**src/sv/spq_pkg.sv**
```systemverilog
// Shared types and constants for the sorted priority queue.
package spq_pkg;

   localparam int QUEUE_DEPTH_DEFAULT = 16;
   localparam int TAG_BITS_DEFAULT    = 32;
   localparam int PRIO_BITS           = 2;
   localparam int PORT_TAG_BITS       = 32;
   localparam int COUNT_BITS          = 5;

   typedef enum logic {
      MODE_INSERT = 1'b0,
      MODE_REMOVE = 1'b1
   } mode_type;

   typedef enum logic [1:0] {
      STATUS_OK    = 2'd0,
      STATUS_FULL  = 2'd1,
      STATUS_EMPTY = 2'd2
   } status_type;

   typedef struct packed {
      logic                 ins_en;
      logic                 rem_en;
      logic [PRIO_BITS-1:0] prio;
   } cell_ctrl_type;

endpackage

```
**src/sv/spq_cell.sv**
```systemverilog
// One queue slot: holds an entry, shifts right on insert, left on remove.
module spq_cell import spq_pkg::*; #(
   parameter int TAG_BITS = TAG_BITS_DEFAULT,
   parameter bit IS_HEAD  = 1'b0
) (
   input  logic                 clock,
   input  cell_ctrl_type        ctrl,
   input  logic [TAG_BITS-1:0]  new_tag,
   input  logic                 occupied,
   input  logic [PRIO_BITS-1:0] left_prio,
   input  logic [TAG_BITS-1:0]  left_tag,
   input  logic                 left_keep,
   input  logic [PRIO_BITS-1:0] right_prio,
   input  logic [TAG_BITS-1:0]  right_tag,
   output logic [PRIO_BITS-1:0] prio,
   output logic [TAG_BITS-1:0]  tag,
   output logic                 keep
);

   logic [PRIO_BITS-1:0] prio_ff, prio_in;
   logic [TAG_BITS-1:0]  tag_ff, tag_in;
   logic                 after;

   // head yields only to a strictly more urgent code
   assign after = IS_HEAD ? (ctrl.prio >= prio_ff) : (ctrl.prio > prio_ff);
   assign keep  = occupied && after;

   always_comb begin
      prio_in = prio_ff;
      tag_in  = tag_ff;
      if (ctrl.ins_en) begin
         if (keep) begin
            prio_in = prio_ff;
            tag_in  = tag_ff;
         end else if (left_keep) begin
            prio_in = ctrl.prio;
            tag_in  = new_tag;
         end else begin
            prio_in = left_prio;
            tag_in  = left_tag;
         end
      end else if (ctrl.rem_en) begin
         prio_in = right_prio;
         tag_in  = right_tag;
      end
   end

   always_ff @(posedge clock) begin
      prio_ff <= prio_in;
      tag_ff  <= tag_in;
   end

   assign prio = prio_ff;
   assign tag  = tag_ff;

endmodule

```
**src/sv/sorted_priority_queue_unit.sv**
```systemverilog
// Sorted priority queue: top level with the cell chain and result register.
//
//   channel   ports                         handshake
//   request   req_mode/priority_req/tag     start, busy (busy held low)
//   result    rsp_status .. rsp_count       rsp_valid strobe, one cycle
//
// One item per cycle: every cell compares and shifts in parallel in the
// cycle the item is accepted; the result appears on the next cycle.
// Reset clears the occupancy and the result strobe; slot contents are
// not cleared and are read only below the occupancy.
// The receiver cannot stall; busy stays low.
module sorted_priority_queue_unit import spq_pkg::*; #(
   parameter int QUEUE_DEPTH = QUEUE_DEPTH_DEFAULT,
   parameter int TAG_BITS    = TAG_BITS_DEFAULT
) (
   input  logic                     clock,
   input  logic                     reset,
   input  logic                     start,
   output logic                     busy,
   input  logic                     req_mode,
   input  logic [PRIO_BITS-1:0]     req_priority_req,
   input  logic [PORT_TAG_BITS-1:0] req_tag,
   output logic                     rsp_valid,
   output logic [1:0]               rsp_status,
   output logic                     rsp_out_valid,
   output logic [PRIO_BITS-1:0]     rsp_out_priority,
   output logic [PORT_TAG_BITS-1:0] rsp_out_tag,
   output logic [COUNT_BITS-1:0]    rsp_count
);

   localparam int CNT_W = $clog2(QUEUE_DEPTH + 1);

   logic                     accept;
   logic [CNT_W-1:0]         occ_ff, occ_in;
   logic                     is_full, is_empty;
   cell_ctrl_type            ctrl;
   logic [TAG_BITS-1:0]      new_tag;
   logic [TAG_BITS+PORT_TAG_BITS-1:0] new_tag_wide;

   logic [PRIO_BITS-1:0] cprio [QUEUE_DEPTH];
   logic [TAG_BITS-1:0]  ctag  [QUEUE_DEPTH];
   logic                 ckeep [QUEUE_DEPTH];

   logic                     rsp_valid_ff;
   logic [1:0]               status_ff, status_in;
   logic                     oval_ff, oval_in;
   logic [PRIO_BITS-1:0]     oprio_ff, oprio_in;
   logic [PORT_TAG_BITS-1:0] otag_ff, otag_in;
   logic [COUNT_BITS-1:0]    cnt_ff, cnt_in;
   logic [TAG_BITS-1:0]      head_tag;
   logic [TAG_BITS+PORT_TAG_BITS-1:0] head_tag_wide;
   logic [CNT_W+COUNT_BITS-1:0]       cnt_wide;

   assign busy     = 1'b0;
   assign accept   = start && !busy;
   assign is_full  = (occ_ff == CNT_W'(QUEUE_DEPTH));
   assign is_empty = (occ_ff == '0);

   assign new_tag_wide = {{TAG_BITS{1'b0}}, req_tag};
   assign new_tag      = new_tag_wide[TAG_BITS-1:0];

   assign ctrl.ins_en = accept && (req_mode == MODE_INSERT) && !is_full;
   assign ctrl.rem_en = accept && (req_mode == MODE_REMOVE) && !is_empty;
   assign ctrl.prio   = req_priority_req;

   for (genvar i = 0; i < QUEUE_DEPTH; i++) begin : g_cell
      logic                 l_keep;
      logic [PRIO_BITS-1:0] l_prio, r_prio;
      logic [TAG_BITS-1:0]  l_tag, r_tag;
      logic                 occ;

      assign occ = (CNT_W'(i) < occ_ff);
      if (i == 0) begin : g_head
         assign l_keep = 1'b0;
         assign l_prio = req_priority_req;
         assign l_tag  = new_tag;
      end else begin : g_body
         assign l_keep = ckeep[i-1];
         assign l_prio = cprio[i-1];
         assign l_tag  = ctag[i-1];
      end
      if (i == QUEUE_DEPTH - 1) begin : g_last
         assign r_prio = cprio[i];
         assign r_tag  = ctag[i];
      end else begin : g_mid
         assign r_prio = cprio[i+1];
         assign r_tag  = ctag[i+1];
      end

      spq_cell #(
         .TAG_BITS (TAG_BITS),
         .IS_HEAD  (i == 0)
      ) u_cell (
         .clock      (clock),
         .ctrl       (ctrl),
         .new_tag    (new_tag),
         .occupied   (occ),
         .left_prio  (l_prio),
         .left_tag   (l_tag),
         .left_keep  (l_keep),
         .right_prio (r_prio),
         .right_tag  (r_tag),
         .prio       (cprio[i]),
         .tag        (ctag[i]),
         .keep       (ckeep[i])
      );
   end

   always_comb begin
      occ_in = occ_ff;
      if (ctrl.ins_en) begin
         occ_in = occ_ff + CNT_W'(1);
      end else if (ctrl.rem_en) begin
         occ_in = occ_ff - CNT_W'(1);
      end
   end

   assign cnt_wide = {{COUNT_BITS{1'b0}}, occ_in};

   always_comb begin
      status_in = STATUS_OK;
      oval_in   = 1'b1;
      oprio_in  = cprio[0];
      head_tag  = ctag[0];
      cnt_in    = cnt_wide[COUNT_BITS-1:0];
      if (req_mode == MODE_INSERT) begin
         if (is_full) begin
            status_in = STATUS_FULL;
         end else if (!ckeep[0]) begin
            oprio_in = req_priority_req;
            head_tag = new_tag;
         end
      end else if (is_empty) begin
         status_in = STATUS_EMPTY;
         oval_in   = 1'b0;
         oprio_in  = '0;
         head_tag  = '0;
      end
   end

   assign head_tag_wide = {{PORT_TAG_BITS{1'b0}}, head_tag};
   assign otag_in       = head_tag_wide[PORT_TAG_BITS-1:0];

   always_ff @(posedge clock) begin
      if (reset) begin
         occ_ff       <= '0;
         rsp_valid_ff <= 1'b0;
      end else begin
         occ_ff       <= occ_in;
         rsp_valid_ff <= accept;
      end
   end

   always_ff @(posedge clock) begin
      if (accept) begin
         status_ff <= status_in;
         oval_ff   <= oval_in;
         oprio_ff  <= oprio_in;
         otag_ff   <= otag_in;
         cnt_ff    <= cnt_in;
      end
   end

   assign rsp_valid        = rsp_valid_ff;
   assign rsp_status       = status_ff;
   assign rsp_out_valid    = oval_ff;
   assign rsp_out_priority = oprio_ff;
   assign rsp_out_tag      = otag_ff;
   assign rsp_count        = cnt_ff;

endmodule

```
**config.mk**
```make
export PLATFORM = sky130hd
export DESIGN_NAME = sorted_priority_queue_unit
export DESIGN_NICKNAME = d
export VERILOG_FILES = /design/src/sv/spq_pkg.sv /design/src/sv/spq_cell.sv /design/src/sv/sorted_priority_queue_unit.sv
export SDC_FILE = /design/constraint.sdc
export NUM_CORES = 1
export LEC_CHECK = 0
export BUFFER_PORTS_ARGS = -buffer_cell sky130_fd_sc_hd__buf_2
export CAP_MARGIN = 20
export CORE_MARGIN = 3
export CORE_UTILIZATION = 25
export DETAILED_ROUTE_END_ITERATION = 6
export SYNTH_ARGS = -nofsm -noshare
export SYNTH_HDL_FRONTEND = slang
export SYNTH_SLANG_ARGS = --single-unit
```
**constraint.sdc**
```tcl
create_clock -name clock -period 3.9 [get_ports clock]
set_clock_uncertainty 0.05 [all_clocks]
set_input_delay 0.585 -clock clock [delete_from_list [all_inputs] [get_ports clock]]
set_output_delay 0.585 -clock clock [all_outputs]
set_load 0.01 [all_outputs]
```
# Word-level counts from Yosys, hierarchy flattened
# Index checks and enable logic that the tools add are counted.
dict set report op_classes {
  addsub 2
  magnitude_cmp 32
  eq_ne 15
  mux 132
  n_bitwise 2
  n_reduce_logical 39
}
# cell count
set op_table {}
lappend op_table {{two-way mux 32 bit} 63}
lappend op_table {{two-way mux 2 bit} 65}
lappend op_table {{less-than comparator 4 x 5 -> 1 bit (first input constant)} 8}
lappend op_table {{> comparator 2 bit} 15}
lappend op_table {{AND reduction 2 bit} 15}
lappend op_table {{inequality test 2 bit (second input constant)} 14}
lappend op_table {{logical AND 1 bit} 20}
lappend op_table {{less-than comparator 3 x 5 -> 1 bit (first input constant)} 4}
lappend op_table {{less-than comparator 1 x 5 -> 1 bit (first input constant)} 2}
lappend op_table {{less-than comparator 2 x 5 -> 1 bit (first input constant)} 2}
lappend op_table {{two-way mux 5 bit} 2}
lappend op_table {{adder 5 x 1 -> 5 bit (second input constant)} 1}
lappend op_table {{== test 5 bit (second input constant)} 1}
lappend op_table {{zero test 5 bit} 1}
lappend op_table {{subtractor 5 x 1 -> 5 bit (second input constant)} 1}
lappend op_table {{greater-or-equal comparator 2 bit} 1}
lappend op_table {{zero test 1 bit} 2}
lappend op_table {{two-way mux 1 bit} 2}
lappend op_table {{NOT 1 bit} 2}
lappend op_table {{nonzero test 2 bit} 1}
dict set report totals {
  regBits 592
  inputBits 38
  out_inout_bits 44
  wordCells 261
}

# Depth between registers and ports, before layout
dict set report depth {
  word_depth 5
  ltp_mapped 11
  depth_no_buf 6
}

# Cells and area by module
# From an unflattened synthesis, not the netlist that was laid out.
dict set report hier_totals {
  cells_unflattened 2696
  hier_area_um2 31615.3
}
# module n_inst cells_each area_each_um2 seq_area_each_um2
set by_module_without_submodules {}
lappend by_module_without_submodules {{spq_cell (g_cell[10].u_cell ...)} 15 158 1833.0 1021.0}
lappend by_module_without_submodules {sorted_priority_queue_unit 1 169 2290.9 1381.3}
lappend by_module_without_submodules {{spq_cell (g_cell[0].u_cell)} 1 157 1829.3 1021.0}

# Least setup slack after synthesis
# OpenSTA, ideal clock, no wires.
dict set report synth_path {
  kind {register -> register}
  start {reg occ_ff[1]}
  end {reg g_cell[15].u_cell.prio_ff[0] (enable)}
  setup_time_ps 446
  arrival_ps 3625
  required_time_ps 3404
  setup_slack_ps -221
  path_stages_with_launch 11
  path_buffers 5
  period_less_slack_ps 4121
  cell_sequence {dfxtp_1 buf_2 inv_1 ha_1 and4bb_2 or2_1 buf_2 buf_4 buf_2 buf_2 a31oi_1}
}
dict set report synth_via {
  elab_chain_cells 4
  word_cells_on_any_way 7
  cone_classes {order compare: 1; eq/ne: 1; bitwise: 1; reduce/logical: 4}
}
# item line
set synth_rtl {}
lappend synth_rtl {{start, declared} sorted_priority_queue_unit.sv:34} ;# logic [CNT_W-1:0] occ_ff, occ_in;
lappend synth_rtl {{start signal, assigned} sorted_priority_queue_unit.sv:149} ;# occ_ff <= occ_in;
lappend synth_rtl {{less-than comparator 4 x 5 -> 1 bit or == test 5 bit (tied branches)} {sorted_priority_queue_unit.sv:72, sorted_priority_queue_unit.sv:56}}
lappend synth_rtl {{logical AND 1 bit or zero test 1 bit (tied branches)} {spq_cell.sv:26, sorted_priority_queue_unit.sv:62}}
lappend synth_rtl {{NOT 1 bit (no source line) or logical AND 1 bit (tied branches)} --}
lappend synth_rtl {{AND reduction 2 bit (no source line) *} --}
lappend synth_rtl {{end signal, assigned} spq_cell.sv:49} ;# prio_ff <= prio_in;
lappend synth_rtl {{end, declared} spq_cell.sv:20} ;# logic [PRIO_BITS-1:0] prio_ff, prio_in;
# Mark *: on every way between the ends. The rest lies on a longest branch, timed or not.
# A chain may end at the register's enable or synchronous reset.

# Worst setup path in the final report
dict set report layout_path {
  start {reg occ_ff[1]}
  end {reg g_cell[5].u_cell.tag_ff[9] (enable)}
}
dict set report layout_via {
  elab_chain_cells 5
  word_cells_on_any_way 11
  cone_classes {order compare: 1; eq/ne: 2; reduce/logical: 8}
}
# item line
set layout_rtl {}
lappend layout_rtl {{parallel branches: the longest is 4 deep, another holds less-than comparator 3 x 5 -> 1 bit} --}
lappend layout_rtl {{AND reduction 2 bit (no source line) *} --}
lappend layout_rtl {{end signal, assigned} spq_cell.sv:50} ;# tag_ff <= tag_in;
lappend layout_rtl {{end, declared} spq_cell.sv:21} ;# logic [TAG_BITS-1:0] tag_ff, tag_in;
# Every way passes the cells marked *.

==> results.tsv <==
metric	value	unit
IO Count	82	
Final setup viols	0	
internal power of the cells	14900	uW
cell with the largest stage delay on the worst path	sky130_fd_sc_hd__dfxtp_1	
final worst path period need	2.98	ns
Max Clock Freq	335	MHz
static leakage power	0.0116	uW
syn_nets	2802	
largest net degree at the start of global routing	147	
Worst Max-Slew Pin Slew	1.06	ns
Num Clock Sinks	592	
proportion of power drawn by the clock network	26.6	%
final hold violation count	0	
hold bufs inserted after CTS	0	
power density over the cells	679	mW/mm^2
final worst path period share	76.5	%
met1 layer wirelength in the final routing	40500	um
starting density of the core	25.4	%
Hold WC Path Type	in -> reg	
worst path arrival time	3.27	ns
count of vias placed by the detailed router	23000	
width of the die	351	um
worst slack on hold paths	0.190	ns
number of iterations in the first detailed-routing pass	5	
number of flops mapped to enable cells by yosys	586	
overflow left after global routing	0	
crit end category	flip-flop	
initial antenna violation count	12	
TritonCTS clock tree	yes	
fraction of final layout cells sized beyond drive strength 1	12.2	%
Switching Fraction	35.4	%
Port Buffers	80	
global-route wire length before repair	141000	um
largest stage delay on the critical path	0.59	ns
DR DRC count	0	
cell area after technology mapping	0.0297	sq mm
clock latency on the worst-skew pair	0.67	ns
cell types with the largest area share after synthesis	sky130_fd_sc_hd__edfxtp_1, sky130_fd_sc_hd__o211ai_1, sky130_fd_sc_hd__nand3_1	
Crit Path Class	reg -> reg	
All-Layer GR Usage	14.8	%
worst-case headroom to the max-slew limit	29.6	%
setup repair after global routing missed its margin	false	
fraction of synthesized cell area taken by the top area cell type	59.2	%
hold path startpoint	reset	
register clock-pin slew on the reported worst setup and hold paths	0.06	ns
# rows	125	
placed wire-length estimate	53500	um
final count of pins violating max slew	0	
sequential-to-total area share from yosys stat	59.6	%
R2R cell count	7	
CTS Root Buffer Type	sky130_fd_sc_hd__clkbuf_16	
most frequent cells in the layout	sky130_fd_sc_hd__edfxtp_1, sky130_fd_sc_hd__nand2_1, sky130_fd_sc_hd__nand3_1	
detail-routed net length per standard cell	22.1	um
vias in the first global route	21900	
status	complete, no violations	
via/cell ratio	5.41	
post-synth top area cell	sky130_fd_sc_hd__edfxtp_1	
last weighted congestion value of the routability-driven placer	0.773	
number of H-tree levels	2	
placeable core region	0.117	sq mm
number of buffers added by the clock tree synthesis step	61	
WL met2	43800	um
synth unique cells	51	
Net Sw Power	8200	uW
final net count	2740	
buffers plus inverters on the worst setup path	3	
count of warnings emitted by yosys	0	
number of instances resized during post-cts repair	0	
final wirelength	93900	um
max_cap viols	0	
total length of routed met3 wires	7620	um
mean area per synthesized cell	10.9	sq um
die height	351	um
launch point of the worst reg-to-reg path	occ_ff[1]	
final total negative setup slack	0	ns
Worst Hold Path EP	rsp_valid	
highest routed metal layer	met5	
Area Growth Syn to Fin	14.6	%
Synth async-reset ratio	0	%
cells along the critical path	inv_1 > ha_1 > nor4b_1 > buf_4 > or2_2 > nand2_2 > buf_12	
Post-CTS Setup Bufs	0	
combinational fraction of design power	29.3	%
number of instances on the worst hold path	2	
critical path peak fanout	24	
number of design-rule violations left by the first detailed-router iteration	2469	
register bit count reported by yosys	592	
Worst Setup Start Kind	flip-flop	
final core utilization	29.1	%
endpoint of the worst register-to-register path	g_cell[5].u_cell.tag[9]	
Flop pwr share	44.1	%
full die area	0.123	sq mm
ANT nets after route	0	
most common cell after layout, fill and taps aside	sky130_fd_sc_hd__edfxtp_1	
worst path required time	4.18	ns
Mapped Cells	2728	
Post-synth top flop	sky130_fd_sc_hd__edfxtp_1	
worst setup slack for register-to-register paths	0.92	ns
total power of the final layout	23100	uW
Worst path top cell family by delay	simple AND/OR/NAND/NOR gates	
VDD IR-drop max	0.463	mV
CTS Buffer Depth	3	
registers in the layout (all words and copies together), names as in the netlist:
name and flops:
g_cell.u_cell.prio 32, g_cell.u_cell.tag 512, occ_ff 5, rsp_count 5
rsp_out_priority 2, rsp_out_tag 32, rsp_out_valid 1, rsp_status 2
rsp_valid 1
Yosys cell counts (3+ instances only):
cell	n
sky130_fd_sc_hd__buf_2	112
sky130_fd_sc_hd__nor2b_1	19
sky130_fd_sc_hd__ha_1	36
sky130_fd_sc_hd__mux2_2	37
sky130_fd_sc_hd__a22o_1	34
sky130_fd_sc_hd__o211ai_1	432
sky130_fd_sc_hd__xnor2_1	4
sky130_fd_sc_hd__o21ai_0	62
sky130_fd_sc_hd__o21ai_1	5
sky130_fd_sc_hd__nor2_1	39
sky130_fd_sc_hd__clkbuf_1	156
sky130_fd_sc_hd__nand2b_1	3
sky130_fd_sc_hd__o221ai_1	18
sky130_fd_sc_hd__nand4_1	35
sky130_fd_sc_hd__o221ai_2	6
sky130_fd_sc_hd__a21o_1	3
sky130_fd_sc_hd__nand3_1	441
sky130_fd_sc_hd__buf_4	13
sky130_fd_sc_hd__mux2i_1	34
sky130_fd_sc_hd__buf_1	7
sky130_fd_sc_hd__a21oi_1	7
sky130_fd_sc_hd__dfxtp_1	6
sky130_fd_sc_hd__nor3b_1	3
sky130_fd_sc_hd__a31oi_1	34
sky130_fd_sc_hd__or3_1	3
sky130_fd_sc_hd__edfxtp_1	586
sky130_fd_sc_hd__and2_1	4
sky130_fd_sc_hd__inv_1	22
sky130_fd_sc_hd__nand2_1	539
how the worst max path moves through the flow:
stage | endpoint | depth (start not counted) | from | slack (ns)
floorplan | g_cell[15].u_cell.prio[0] | 10 | occ_ff[1] | 0.49
global placement | g_cell[15].u_cell.tag[20] | 9 | req_priority_req[0] | 0.81
detailed placement | g_cell[15].u_cell.tag[3] | 9 | req_priority_req[0] | 0.77
CTS | g_cell[5].u_cell.tag[9] | 7 | occ_ff[1] | 0.93
global route | g_cell[8].u_cell.tag[9] | 6 | occ_ff[1] | 0.73
finish | g_cell[5].u_cell.tag[9] | 7 | occ_ff[1] | 0.92
power groups by stage:
stage | Combinational (uW) | Clock [uW] | Sequential [uW]
after detailed placement | 6750 | 0 | 10300
after floorplan | 4070 | 0 | 10100
after global routing | 7300 | 6490 | 10400
final | 6790 | 6150 | 10200
after CTS | 6750 | 6260 | 10200
after global placement | 6610 | 0 | 10300
layout make-up:
cell class	count	area (sq um)
flip-flops and latches	592	17700
inverters	22	82.6
clock inverters	41	479
diodes	3	7.51
repair buffers	163	1390
multi-input cells	1826	10900
well taps	1524	1910
fillers	12000	83100
clock buffers	74	1580
metal layers:
layer,vias up,global-route usage [%]
met1,11500,20.4
met4,8,3.78
met3,147,2.34
li1,10300,-
met2,995,24.1
met5,-,0
metrics by stage:
step                      instances  area [sq um]  setup WS (ns)
after CTS                      4242         34100          0.925
after global placement         4127         32000          0.806
after floorplan                2728         29700          0.489
after global routing           4242         34100          0.730
final                          4245         34100          0.915
after detailed placement       4127         32000          0.775
kinds of logic after synthesis:
group	share of synthesized area [%]
other	0.0126
multiplexers	2.55
AO/OA/AOI/OAI	15.2
buffers and inverters	4.55
XOR/XNOR	0.118
adder cells (fa/ha/maj)	1.52
AND/OR/NAND/NOR	16.5
flip-flops	59.6
Power figures use the tool's default switching activity.
